File: config.mk
export PLATFORM = sky130hd
export DESIGN_NAME = min_heap_priority_queue_unit
export DESIGN_NICKNAME = d
export VERILOG_FILES = /design/src/design/mhpq_pkg.sv /design/src/design/mhpq_front.sv /design/src/design/mhpq_back.sv /design/src/design/min_heap_priority_queue_unit.sv
export SDC_FILE = /design/constraint.sdc
export NUM_CORES = 2
export LEC_CHECK = 0
export BUFFER_PORTS_ARGS = -buffer_cell sky130_fd_sc_hd__buf_2
export CAP_MARGIN = 20
export CORE_MARGIN = 1
export CORE_UTILIZATION = 57
export CTS_CLUSTER_DIAMETER = 40
export CTS_CLUSTER_SIZE = 20
export DETAILED_ROUTE_END_ITERATION = 12
export PLACE_DENSITY_LB_ADDON = 0.3
export SLEW_MARGIN = 20
export SYNTH_ARGS = -nofsm -noshare
export SYNTH_HDL_FRONTEND = slang
export SYNTH_SLANG_ARGS = --single-unit
File: constraint.sdc
create_clock -name clk -period 5.2 [get_ports clk]
set_input_delay 0.26 -clock clk [delete_from_list [all_inputs] [get_ports clk]]
set_output_delay 0.26 -clock clk [all_outputs]
set_load 0.005 [all_outputs]
File: src/design/mhpq_pkg.sv
`timescale 1ns / 1ps
`default_nettype none

package mhpq_pkg;

    localparam int DEPTH    = 64;
    localparam int KEY_BITS = 32;
    localparam int ADDR_W   = (DEPTH > 1) ? $clog2(DEPTH) : 1;
    localparam int CNT_W    = $clog2(DEPTH + 1);
    localparam int CHILD_W  = ADDR_W + 2;
    localparam int SLOT_W   = 10;
    localparam int OUT_KEY_W = 32;

    localparam logic [1:0] REQ_INSERT = 2'd0;
    localparam logic [1:0] REQ_DEC    = 2'd1;
    localparam logic [1:0] REQ_INC    = 2'd2;

    localparam logic [1:0] ST_OK    = 2'd0;
    localparam logic [1:0] ST_FULL  = 2'd1;
    localparam logic [1:0] ST_RANGE = 2'd2;
    localparam logic [1:0] ST_SAT   = 2'd3;

    typedef enum logic [1:0] {
        OP_INSERT = 2'd0,
        OP_DEC    = 2'd1,
        OP_INC    = 2'd2,
        OP_BAD    = 2'd3
    } op_t;

    typedef struct packed {
        op_t                 op;
        logic [KEY_BITS-1:0] key;
        logic [SLOT_W-1:0]   slot;
    } cmd_t;

    typedef struct packed {
        logic [CNT_W-1:0] count;
        logic             busy;
    } back_stat_t;

endpackage

`default_nettype wire

File: src/design/mhpq_front.sv
`timescale 1ns / 1ps
`default_nettype none

// Accepts requests, classifies them and holds them in a two-entry queue.
module mhpq_front (
    input  wire logic                          clk,
    input  wire logic                          rst_n,
    input  wire logic                          valid,
    output logic                               ready,
    input  wire logic [1:0]                    req_type,
    input  wire logic [31:0]                   key_in,
    input  wire logic [mhpq_pkg::SLOT_W-1:0]   slot,
    output logic                               cmd_valid,
    input  wire logic                          cmd_ready,
    output mhpq_pkg::cmd_t                     cmd
);

    mhpq_pkg::cmd_t q_reg [2];
    logic           wr_ptr_reg, wr_ptr_next;
    logic           rd_ptr_reg, rd_ptr_next;
    logic [1:0]     level_reg, level_next;
    logic           push, pop;
    mhpq_pkg::cmd_t in_cmd;

    always_comb
    begin
        unique case (req_type)
            mhpq_pkg::REQ_INSERT: in_cmd.op = mhpq_pkg::OP_INSERT;
            mhpq_pkg::REQ_DEC:    in_cmd.op = mhpq_pkg::OP_DEC;
            mhpq_pkg::REQ_INC:    in_cmd.op = mhpq_pkg::OP_INC;
            default:              in_cmd.op = mhpq_pkg::OP_BAD;
        endcase
        in_cmd.key  = key_in[mhpq_pkg::KEY_BITS-1:0];
        in_cmd.slot = slot;
    end

    assign ready     = (level_reg != 2'd2);
    assign cmd_valid = (level_reg != 2'd0);
    assign cmd       = q_reg[rd_ptr_reg];
    assign push      = valid && ready;
    assign pop       = cmd_valid && cmd_ready;

    always_comb
    begin
        wr_ptr_next = push ? ~wr_ptr_reg : wr_ptr_reg;
        rd_ptr_next = pop ? ~rd_ptr_reg : rd_ptr_reg;
        level_next  = level_reg + {1'b0, push} - {1'b0, pop};
    end

    always_ff @(posedge clk)
    begin
        if (push)
        begin
            q_reg[wr_ptr_reg] <= in_cmd;
        end
    end

    always_ff @(posedge clk or negedge rst_n)
    begin
        if (!rst_n)
        begin
            wr_ptr_reg <= 1'b0;
            rd_ptr_reg <= 1'b0;
            level_reg  <= 2'd0;
        end
        else
        begin
            wr_ptr_reg <= wr_ptr_next;
            rd_ptr_reg <= rd_ptr_next;
            level_reg  <= level_next;
        end
    end

endmodule

`default_nettype wire

File: src/design/mhpq_back.sv
`timescale 1ns / 1ps
`default_nettype none

// Heap engine: key memory, entry count, sift sequencer and output register.
module mhpq_back (
    input  wire logic                        clk,
    input  wire logic                        rst_n,
    input  wire logic                        cmd_valid,
    output logic                             cmd_ready,
    input  wire mhpq_pkg::cmd_t              cmd,
    output logic                             out_valid,
    input  wire logic                        out_ready,
    output logic [31:0]                      out_key,
    output logic [mhpq_pkg::SLOT_W-1:0]      out_slot,
    output logic [1:0]                       out_status,
    output logic                             out_last,
    output mhpq_pkg::back_stat_t             stat
);

    localparam int KB = mhpq_pkg::KEY_BITS;
    localparam int AW = mhpq_pkg::ADDR_W;
    localparam int CW = mhpq_pkg::CNT_W;
    localparam int HW = mhpq_pkg::CHILD_W;
    localparam int SW = mhpq_pkg::SLOT_W;

    typedef enum logic [10:0] {
        S_IDLE   = 11'b00000000001,
        S_CHECK  = 11'b00000000010,
        S_LOAD   = 11'b00000000100,
        S_LOADED = 11'b00000001000,
        S_UP     = 11'b00000010000,
        S_UP_CMP = 11'b00000100000,
        S_DN     = 11'b00001000000,
        S_DN_L   = 11'b00010000000,
        S_DN_R   = 11'b00100000000,
        S_DN_CMP = 11'b01000000000,
        S_FINAL  = 11'b10000000000
    } state_t;

    logic [KB-1:0] mem [mhpq_pkg::DEPTH];
    logic [KB-1:0] rdata_reg;

    state_t            state_reg, state_next;
    mhpq_pkg::op_t     op_reg, op_next;
    logic [KB-1:0]     key_reg, key_next;
    logic [SW-1:0]     slot_reg, slot_next;
    logic [AW-1:0]     pos_reg, pos_next;
    logic [CW-1:0]     count_reg, count_next;
    logic [KB-1:0]     lkey_reg, lkey_next;
    logic [KB-1:0]     pkey_reg, pkey_next;
    logic [AW-1:0]     ppos_reg, ppos_next;

    logic              ovalid_reg, ovalid_next;
    logic [31:0]       okey_reg, okey_next;
    logic [SW-1:0]     oslot_reg, oslot_next;
    logic [1:0]        ostat_reg, ostat_next;
    logic              olast_reg, olast_next;

    logic              rd_en, wr_en;
    logic [AW-1:0]     rd_addr, wr_addr;
    logic [KB-1:0]     wr_data;
    logic              out_free;
    logic [HW-1:0]     left, right;
    logic [HW-1:0]     count_ext;
    logic [AW-1:0]     parent;

    assign out_free  = !ovalid_reg || out_ready;
    assign left      = {1'b0, pos_reg, 1'b1};
    assign right     = left + HW'(1);
    assign count_ext = HW'(count_reg);
    assign parent    = (pos_reg - AW'(1)) >> 1;

    always_comb
    begin
        state_next  = state_reg;
        op_next     = op_reg;
        key_next    = key_reg;
        slot_next   = slot_reg;
        pos_next    = pos_reg;
        count_next  = count_reg;
        lkey_next   = lkey_reg;
        pkey_next   = pkey_reg;
        ppos_next   = ppos_reg;
        ovalid_next = ovalid_reg && !out_ready;
        okey_next   = okey_reg;
        oslot_next  = oslot_reg;
        ostat_next  = ostat_reg;
        olast_next  = olast_reg;
        rd_en       = 1'b0;
        rd_addr     = pos_reg;
        wr_en       = 1'b0;
        wr_addr     = pos_reg;
        wr_data     = key_reg;
        cmd_ready   = 1'b0;

        unique case (state_reg)
            S_IDLE:
            begin
                cmd_ready = 1'b1;
                if (cmd_valid)
                begin
                    op_next    = cmd.op;
                    key_next   = cmd.key;
                    slot_next  = cmd.slot;
                    state_next = S_CHECK;
                end
            end
            S_CHECK:
            begin
                priority if (op_reg == mhpq_pkg::OP_INSERT
                             && count_reg != CW'(mhpq_pkg::DEPTH))
                begin
                    pos_next   = count_reg[AW-1:0];
                    count_next = count_reg + CW'(1);
                    state_next = S_UP;
                end
                else if (op_reg == mhpq_pkg::OP_DEC || op_reg == mhpq_pkg::OP_INC)
                begin
                    if (slot_reg < SW'(count_reg))
                    begin
                        pos_next   = slot_reg[AW-1:0];
                        state_next = S_LOAD;
                    end
                    else if (out_free)
                    begin
                        ovalid_next = 1'b1;
                        okey_next   = '0;
                        oslot_next  = slot_reg;
                        ostat_next  = mhpq_pkg::ST_RANGE;
                        olast_next  = 1'b1;
                        state_next  = S_IDLE;
                    end
                end
                else if (out_free)
                begin
                    // Full heap or unknown request.
                    ovalid_next = 1'b1;
                    olast_next  = 1'b1;
                    oslot_next  = '0;
                    if (op_reg == mhpq_pkg::OP_INSERT)
                    begin
                        okey_next  = 32'(key_reg);
                        ostat_next = mhpq_pkg::ST_FULL;
                    end
                    else
                    begin
                        okey_next  = '0;
                        ostat_next = mhpq_pkg::ST_RANGE;
                    end
                    state_next = S_IDLE;
                end
            end
            S_LOAD:
            begin
                rd_en      = 1'b1;
                state_next = S_LOADED;
            end
            S_LOADED:
            begin
                key_next = rdata_reg;
                if (op_reg == mhpq_pkg::OP_DEC)
                begin
                    if (rdata_reg == '0)
                    begin
                        if (out_free)
                        begin
                            ovalid_next = 1'b1;
                            okey_next   = '0;
                            oslot_next  = SW'(pos_reg);
                            ostat_next  = mhpq_pkg::ST_SAT;
                            olast_next  = 1'b1;
                            state_next  = S_IDLE;
                        end
                    end
                    else
                    begin
                        key_next   = rdata_reg - KB'(1);
                        state_next = S_UP;
                    end
                end
                else
                begin
                    if (rdata_reg == '1)
                    begin
                        if (out_free)
                        begin
                            ovalid_next = 1'b1;
                            okey_next   = 32'(rdata_reg);
                            oslot_next  = SW'(pos_reg);
                            ostat_next  = mhpq_pkg::ST_SAT;
                            olast_next  = 1'b1;
                            state_next  = S_IDLE;
                        end
                    end
                    else
                    begin
                        key_next   = rdata_reg + KB'(1);
                        state_next = S_DN;
                    end
                end
            end
            S_UP:
            begin
                if (pos_reg == '0)
                begin
                    state_next = S_FINAL;
                end
                else
                begin
                    rd_en      = 1'b1;
                    rd_addr    = parent;
                    state_next = S_UP_CMP;
                end
            end
            S_UP_CMP:
            begin
                if (rdata_reg <= key_reg)
                begin
                    state_next = S_FINAL;
                end
                else if (out_free)
                begin
                    wr_en       = 1'b1;
                    wr_data     = rdata_reg;
                    ovalid_next = 1'b1;
                    okey_next   = 32'(rdata_reg);
                    oslot_next  = SW'(pos_reg);
                    ostat_next  = mhpq_pkg::ST_OK;
                    olast_next  = 1'b0;
                    pos_next    = parent;
                    state_next  = S_UP;
                end
            end
            S_DN:
            begin
                if (left >= count_ext)
                begin
                    state_next = S_FINAL;
                end
                else
                begin
                    rd_en      = 1'b1;
                    rd_addr    = left[AW-1:0];
                    state_next = S_DN_L;
                end
            end
            S_DN_L:
            begin
                lkey_next = rdata_reg;
                if (right < count_ext)
                begin
                    rd_en      = 1'b1;
                    rd_addr    = right[AW-1:0];
                    state_next = S_DN_R;
                end
                else
                begin
                    pkey_next  = rdata_reg;
                    ppos_next  = left[AW-1:0];
                    state_next = S_DN_CMP;
                end
            end
            S_DN_R:
            begin
                // The left child wins ties.
                if (rdata_reg < lkey_reg)
                begin
                    pkey_next = rdata_reg;
                    ppos_next = right[AW-1:0];
                end
                else
                begin
                    pkey_next = lkey_reg;
                    ppos_next = left[AW-1:0];
                end
                state_next = S_DN_CMP;
            end
            S_DN_CMP:
            begin
                if (key_reg <= pkey_reg)
                begin
                    state_next = S_FINAL;
                end
                else if (out_free)
                begin
                    wr_en       = 1'b1;
                    wr_data     = pkey_reg;
                    ovalid_next = 1'b1;
                    okey_next   = 32'(pkey_reg);
                    oslot_next  = SW'(pos_reg);
                    ostat_next  = mhpq_pkg::ST_OK;
                    olast_next  = 1'b0;
                    pos_next    = ppos_reg;
                    state_next  = S_DN;
                end
            end
            S_FINAL:
            begin
                if (out_free)
                begin
                    wr_en       = 1'b1;
                    ovalid_next = 1'b1;
                    okey_next   = 32'(key_reg);
                    oslot_next  = SW'(pos_reg);
                    ostat_next  = mhpq_pkg::ST_OK;
                    olast_next  = 1'b1;
                    state_next  = S_IDLE;
                end
            end
            default:
            begin
                state_next = S_IDLE;
            end
        endcase
    end

    always_ff @(posedge clk)
    begin
        if (wr_en)
        begin
            mem[wr_addr] <= wr_data;
        end
        if (rd_en)
        begin
            rdata_reg <= mem[rd_addr];
        end
    end

    always_ff @(posedge clk)
    begin
        op_reg    <= op_next;
        key_reg   <= key_next;
        slot_reg  <= slot_next;
        pos_reg   <= pos_next;
        lkey_reg  <= lkey_next;
        pkey_reg  <= pkey_next;
        ppos_reg  <= ppos_next;
        okey_reg  <= okey_next;
        oslot_reg <= oslot_next;
        ostat_reg <= ostat_next;
        olast_reg <= olast_next;
    end

    always_ff @(posedge clk or negedge rst_n)
    begin
        if (!rst_n)
        begin
            state_reg  <= S_IDLE;
            count_reg  <= '0;
            ovalid_reg <= 1'b0;
        end
        else
        begin
            state_reg  <= state_next;
            count_reg  <= count_next;
            ovalid_reg <= ovalid_next;
        end
    end

    assign out_valid  = ovalid_reg;
    assign out_key    = okey_reg;
    assign out_slot   = oslot_reg;
    assign out_status = ostat_reg;
    assign out_last   = olast_reg;
    assign stat.count = count_reg;
    assign stat.busy  = (state_reg != S_IDLE);

endmodule

`default_nettype wire

File: src/design/min_heap_priority_queue_unit.sv
`timescale 1ns / 1ps
`default_nettype none

// Binary min-heap priority queue of 64 unsigned 32-bit keys. Each request
// inserts a key, or decrements or increments the key at a heap index, and the
// heap order is then restored by sifting along one root-to-leaf path. Every
// key that moves is reported as one result transfer with its new index, and a
// final transfer with last set gives the request's own key at its final place;
// rejected and saturated requests give one transfer. The heap engine takes
// a request and checks it, reads the key of a decrement or increment, reads
// and compares each parent on a sift-up or the children of each level on a
// sift-down, and writes the final key where the sift stops. A result that
// waits for the receiver holds the engine in any state that must give a
// result. Each sift step reads the single-port key memory once or twice
// before it compares and writes. A two-entry request queue lets new requests
// transfer in while the heap engine works, and the result register lets the
// engine read ahead while one result waits to be taken.
module min_heap_priority_queue_unit (
    input  wire logic                        clk,
    input  wire logic                        rst_n,
    input  wire logic                        in_valid,
    output logic                             in_ready,
    input  wire logic [1:0]                  req_type,
    input  wire logic [31:0]                 key_in,
    input  wire logic [9:0]                  slot,
    output logic                             out_valid,
    input  wire logic                        out_ready,
    output logic [31:0]                      moved_key,
    output logic [9:0]                       new_slot,
    output logic [1:0]                       status,
    output logic                             last
);

    logic                 cmd_valid;
    logic                 cmd_ready;
    mhpq_pkg::cmd_t       cmd;
    mhpq_pkg::back_stat_t stat;

    // Front end: classifies requests and queues them.
    mhpq_front u_front (
        .clk       (clk),
        .rst_n     (rst_n),
        .valid     (in_valid),
        .ready     (in_ready),
        .req_type  (req_type),
        .key_in    (key_in),
        .slot      (slot),
        .cmd_valid (cmd_valid),
        .cmd_ready (cmd_ready),
        .cmd       (cmd)
    );

    // Back end: key memory and the sift sequencer.
    mhpq_back u_back (
        .clk        (clk),
        .rst_n      (rst_n),
        .cmd_valid  (cmd_valid),
        .cmd_ready  (cmd_ready),
        .cmd        (cmd),
        .out_valid  (out_valid),
        .out_ready  (out_ready),
        .out_key    (moved_key),
        .out_slot   (new_slot),
        .out_status (status),
        .out_last   (last),
        .stat       (stat)
    );

    // The entry count never goes past the heap size.
    assert property (@(posedge clk) disable iff (!rst_n)
        stat.count <= mhpq_pkg::CNT_W'(mhpq_pkg::DEPTH))
        else $error("entry count beyond heap size");

    // A heap-full result is only given when the heap really is full.
    assert property (@(posedge clk) disable iff (!rst_n)
        out_valid && status == mhpq_pkg::ST_FULL
        |-> stat.count == mhpq_pkg::CNT_W'(mhpq_pkg::DEPTH))
        else $error("heap full reported on a heap with room");

    // Only moves within a sift come without last, and they are always ok.
    assert property (@(posedge clk) disable iff (!rst_n)
        out_valid && !last |-> status == mhpq_pkg::ST_OK && stat.busy)
        else $error("intermediate result with bad status or idle engine");

    // A waiting result keeps its key.
    assert property (@(posedge clk) disable iff (!rst_n)
        out_valid && !out_ready |=> out_valid && $stable(moved_key))
        else $error("result dropped or changed while stalled");

endmodule

`default_nettype wire

# After elaboration in Yosys (flattened, before gate mapping)
# Memory sizes are Yosys's and may differ from the RTL's. A register that Yosys moved wholly into a read port is not among the register bits.
# Index checks and enable logic that the tools add are counted.
[totals]
regBits = 188
rom_bits = 0
mem_count = 2
word_cells = 215
in_bits = 48
ram_bits = 2136
latchBits = 0
[classes]
n_shift = 0
n_reduce_logical = 26
add_sub_neg = 7
mul = 0
div_mod_pow = 0
n_eq_ne = 35
n_bitwise = 2
n_mux = 120
n_lt_le_gt_ge = 6
[memory_table]
columns = ["name", "depth", "width", "rd", "rd_ports_with_merged_regs", "write_ports", "line_no", "text"]
rows = [
  ["u_back.mem", 64, 32, 1, 1, 1, "mhpq_back.sv:40", "logic [KB-1:0] mem [mhpq_pkg::DEPTH];"],
  ["u_front.q_reg", 2, 44, 1, 0, 1, "mhpq_front.sv:18", "mhpq_pkg::cmd_t q_reg [2];"],
]
[op_table]
columns = ["operator", "n"]
rows = [
  ["32-bit two-way mux", 24],
  ["32-bit one-hot mux with 2 select lines", 3],
  ["32-bit one-hot mux with 5 select lines", 1],
  ["11-bit two-way mux", 14],
  ["11-bit one-hot mux with 11 select lines", 1],
  ["10-bit two-way mux", 12],
  ["6-bit two-way mux", 12],
  ["32-bit less-or-equal comparator", 2],
  ["10-bit one-hot mux with 5 select lines", 1],
  ["6-bit one-hot mux with 3 select lines", 2],
  ["32-bit by 1-bit adder with 32-bit output, second input constant", 1],
  ["32-bit equality test, second input constant", 1],
  ["32-bit zero test", 1],
  ["32-bit < comparator", 1],
  ["32-bit by 1-bit subtractor with 32-bit output, second input constant", 1],
  ["1-bit two-way mux", 30],
  ["2-bit two-way mux", 13],
  ["3-bit by 1-bit inequality test with 1-bit output, second input constant", 6],
  ["7-bit AND reduction", 2],
  ["2-bit inequality test, second input constant", 6],
  ["6-bit one-hot mux with 2 select lines", 1],
  ["11-bit by 1-bit equality test with 1-bit output, second input constant", 1],
  ["11-bit by 10-bit equality test with 1-bit output, second input constant", 1],
  ["11-bit equality test, second input constant", 1],
  ["other kinds (39)", 58],
]

# Depth between registers and ports, before layout
[logic_depth]
depth_word = 7
mapped_depth = 20
mapped_depth_nobuf = 14

# Cells and area by module
# From an unflattened synthesis, not the netlist that was laid out.
[hier_totals]
hier_cells = 7038
hier_area_um2 = 97524.8
[modules_own_cells]
columns = ["module", "seq_area_each_um2", "n_inst", "area_each_um2", "cells_each"]
rows = [
  ["mhpq_back", 67891.4, 1, 94110.3, 6877],
  ["mhpq_front", 2742.6, 1, 3414.5, 161],
]

# Least setup slack after synthesis
# No wires, ideal clock.
[synth_timing]
path_type = "register to register"
start = "register u_back.pos_reg[2]"
end = "register u_back.rdata_reg[0], read port of u_back.mem, enable pin"
setup_ps = 472
path_stages_with_launch = 11
path_slack_ps = 83
arrival_ps = 4645
path_buffers = 2
cell_sequence = "edfxtp_1 -> buf_2 -> buf_1 -> nand3_1 -> xnor2_1 -> ha_1 -> a21oi_1 -> nor2b_1 -> nor4_4 -> a21boi_0 -> o32ai_1"
[synth_via]
elab_chain_len = 4
[synth_lines]
columns = ["element", "line_no", "text"]
rows = [
  ["from (decl)", "mhpq_back.sv:47", "logic [AW-1:0] pos_reg, pos_next;"],
  ["from (signal assigned)", "mhpq_back.sv:334", "pos_reg <= pos_next;"],
  ["7-bit by 1-bit adder with 8-bit output", "mhpq_back.sv:69", "assign right = left + HW'(1);"],
  ["8-bit by 7-bit < comparator with 1-bit output", "mhpq_back.sv:250", "if (right < count_ext)"],
  ["1-bit two-way mux", "mhpq_back.sv:250", ""],
  ["1-bit one-hot mux with 4 select lines *", "mhpq_back.sv:96", "unique case (state_reg)"],
  ["named net u_back.rd_en", "mhpq_back.sv:59", "logic rd_en, wr_en;"],
  ["to (decl)", "mhpq_back.sv:41", "logic [KB-1:0] rdata_reg;"],
]
# The timed path passes the listed nets; every way through them passes the cells marked *.
# A chain may end at the register's enable or synchronous reset.

# Worst setup path after layout
[layout_timing]
start = "register u_back.pos_reg[0]"
end = "register u_back.rdata_reg[0], read port of u_back.mem (data pin)"
[layout_via]
elab_chain_len = 4
[layout_lines]
columns = ["element", "line_no"]
rows = [
  ["7-bit by 1-bit adder with 8-bit output", "mhpq_back.sv:69"],
  ["8-bit by 7-bit < comparator with 1-bit output", "mhpq_back.sv:250"],
  ["1-bit two-way mux or 6-bit two-way mux (tied branches)", "mhpq_back.sv:250"],
  ["1-bit one-hot mux with 4 select lines or 6-bit one-hot mux with 3 select lines (tied branches)", "mhpq_back.sv:96"],
]
# Parallel ways exist; a longest one is shown, timed or not.

==> results.md <==
* Psw at 17.7 mW
* Status: finished clean
* Root buffer cell: clkbuf_16
* Residual DRC at 0
* Dpl cell area at about 100,000 um2
* Combinational share of power at between 20% and 30%
* FILL cells at 10,900
* Largest net degree at the start of global routing at 65
* HP Class: primary input to flop
* Critical Path, Cell by Cell: ha_2 -> nand3_1 -> xnor2_1 -> ha_1 -> a21oi_1 -> nor2b_1 -> or4_1 -> o21ai_1 -> nand3_2 -> o211ai_1 -> buf_12 -> o22ai_1 -> or4_1 -> a22oi_2 -> o211ai_1
* ANT nets after route at 0
* Clk Latency, worst-skew pair at 0.95 ns
* Crit end category: flop
* Vias per cell at 6.72
* EDFF count, synth at 2,333
* Initial drt markers at 10,300
* DR vias at approximately 62,000
* Final period util at 98.0%
* Clock period minus worst slack at 5.09 ns
* Die Y at 415 um
* Share of layout cells above drive strength 1 at 17.9%
* CP bufs+invs at 1
* Switch share at 30.8%
* WL/cell at 32.2 um
* Pwr Total at between 50 and 60 mW
* Inst Count DP at about 8,700
* Distinct cells, synth at 83
* Max Cap Viol at 0
* RR Startpoint: u_back.pos_reg[0]
* Sequential power share at 42.5%
* R2R Path End: u_back.rdata_reg[0]
* Max reg flops at 2,048
* Reg2Reg Setup Slack at 0.11 ns
* Number of buffers added on ports at 94
* Power Density at 500 nW/um2
* Global routing usage on met2 at 51.8%
* Met3 Resource Use GR at a little under 8%
* Chip width at just over 400 um
* Setup ws final at between 0.1 and 0.15 ns
* Worst-path fanout max at 36
* Core Footprint at 169,000 um2
* Routability Congestion at 0.969
* GRT Residual Overflow at 0
* Internal at 39.8 mW
* Slew @ Worst Pin at about 1.2 ns
* Max Clk Rate at 196 MHz
* Worst Path Required at 5.85 ns
* Family with the most delay on the worst path: compound AO/OA/AOI/OAI gates
* Max IR drop VDD at 0.385 mV
* Drt total wl at 298,000 um
* RSZ-0062 raised after global routing: yes
* Final Hold Viols at 0
* H-tree depth at 5
* Final net count at 7,002
* Clock buffer depth at 4
* Hold endpoint: u_front.q_reg[0][32]
* Final HPWL DP at 177,000 um
* Syn avg cell area at 15.3 um2
* Die Area at 172,000 um2
* Number of global-route vias before repair at roughly 60,000
* Grt met1 use at between 40 and 50%
* Endpoints failing setup at 0
* Post-synthesis async set-or-reset flop share at less than 1%
* CP peak stage delay at ~0.58 ns
* Cells on worst reg2reg path at 15
* Antenna violations before repair at 17
* Clk_skew at approximately 0.078 ns
* IO Pins at 95
* Non-Filler Instances at between 9,000 and 10,000
* Syn Nets at 6,502
* Pre-CTS setup slack at -0.409 ns
* Kind of critical path: flop to flop
* CTS buffer count at 295
* Hold wc startpoint: key_in[22]
* Worst hold path cell count at 2
* Top_reg_cell synth: edfxtp_1
* Yosys reg bits at about 2,400
* Leakage at 40.8 nW
* Slew headroom at 20.9%
* Max-slew violations at 0
* Critical Path Slowest Stage Cell: a22oi_2
* TritonCTS clock tree: done
* Post-Syn Area at roughly 97,000 um2
* Cells after Synth at 6,329
* Seq/Total Area, Yosys at 72.7%
* CP startpoint: u_back.pos_reg[0]
* Post-route cell area at 115,000 um2
* CP arrival at 5.75 ns
* Storage cell area at 70,600 um2
* Clk sinks at 2,356
* GRT Resource Usage Total at 33.9%
* TNS Setup at 0 ns
* Yosys Warn Count at 0
* Layout area overhead at 18.5%
* Startpoint types: flop
* First-pass GRT wire length at 419,000 um
* Footprint of the multi-input gates at roughly 25,000 um2
* Global route hottest layer: met2
* Worst-path clk slew at 0.07 ns
* Clock power share at 35.3%
* Router iterations before antenna repair at 10
* Initial Util at between 50 and 60%
* # rows at 151
## cells in the mapped netlist (all sizes together), types with 47 or more instances
library cell,number,area (um2)
nand2,746,2800
and3,67,419
edfxtp,2333,70100
ha,125,1560
nor3,62,343
inv,118,443
nor2,168,649
a31oi,48,300
buf,209,1410
or4,54,405
o21ai,105,526
nor4,47,337
nand3,112,571
mux2,52,586
o22ai,330,2060
mux2i,749,7500
a21oi,233,1170
nand4,67,485
clkbuf,172,646
## kinds of logic (layout without fill, tap and decap cells)
logic type,count (synthesis),after routing,synth area share [%]
AND/OR/NAND/NOR,1433,1433,6.96
flip-flops,2356,2356,72.7
other,0,3,0
multiplexers,801,801,8.32
AO/OA/AOI/OAI,1062,1062,7.32
XOR/XNOR,53,53,0.478
adder cells (fa/ha/maj),125,125,1.61
buffers and inverters,499,1214,2.58
## per-layer routing
metal | vias up | routed length (um)
met2 | 4664 | 135000
met4 | 10 | 18600
li1 | 25800 | -
met3 | 892 | 38700
met1 | 30900 | 106000
met5 | - | 72
## how the worst max path moves through the flow
stage / end / slack (ns) / cells after the start
2_1_floorplan: u_back.rdata_reg[0] / 0.08 / 10
3_3_place_gp: u_back.rdata_reg[13] / -0.81 / 15
3_5_place_dp: u_back.rdata_reg[0] / -0.41 / 16
4_1_cts: u_back.rdata_reg[9] / 0.0009 / 17
6_report: u_back.rdata_reg[0] / 0.11 / 15
5_1_grt: u_back.rdata_reg[0] / -0.06 / 15
## what timing repair did
action	4_1_cts	5_1_grt
endpoints found under the hold margin	113	0
resized for setup	15	30
setup buffers	3	6
setup endpoints to repair	11	30
pin swaps	2	8
gates cloned	0	8
hold buffers	48	0
## cell usage in the layout, fill, tap and decap left out, drive strengths merged, types with 19 or more instances in the layout
cell type,n
edfxtp,2333
mux2i,749
nand2,746
buf,529
o22ai,330
clkbuf,325
a21oi,233
inv,190
nor2,168
ha,125
nand3,112
o21ai,105
clkinv,77
and3,67
nand4,67
nor3,62
or4,54
mux2,52
a31oi,48
dlygate4sd3,47
nor4,47
a22oi,44
a221o,36
a21o,35
xnor2,33
a32oi,31
nor2b,29
clkinvlp,28
o211ai,22
dfrtp,22
o41ai,21
xor2,20
a32o,19
or3,19
## metrics by stage
| step | hold WS, ns | utilization (%) |
|---|---|---|
| 5_1_grt | 0.0730 | 68.0 |
| 3_3_place_gp | 0.295 | 61.5 |
| 6_report | 0.0779 | 68.0 |
| 4_1_cts | 0.0346 | 67.7 |
| 3_5_place_dp | 0.306 | 61.6 |
| 2_1_floorplan | -0.0356 | - |
## final cells by class
type / instances / area share [%]
Antenna cell: 3 / 0.00652
Timing Repair Buffer: 584 / 5.63
Clock buffer: 317 / 6.65
Clock inverter: 195 / 1.83
Sequential cell: 2356 / 61.4
Inverter: 118 / 0.385
Multi-Input combinational cell: 3474 / 21.7
Tap cell: 2218 / 2.41
## power groups by stage
| stage | Sequential [mW] | Combinational, mW | Clock, mW |
|---|---|---|---|
| after CTS | 24.4 | 12.3 | 20.4 |
| after global routing | 24.5 | 13.2 | 21.1 |
| after detailed placement | 24.8 | 12.1 | 0 |
| after floorplan | 24.8 | 6.42 | 0 |
| final | 24.4 | 12.8 | 20.3 |
| after global placement | 24.8 | 11.8 | 0 |
No activity file was read; power rests on OpenSTA's default activity.
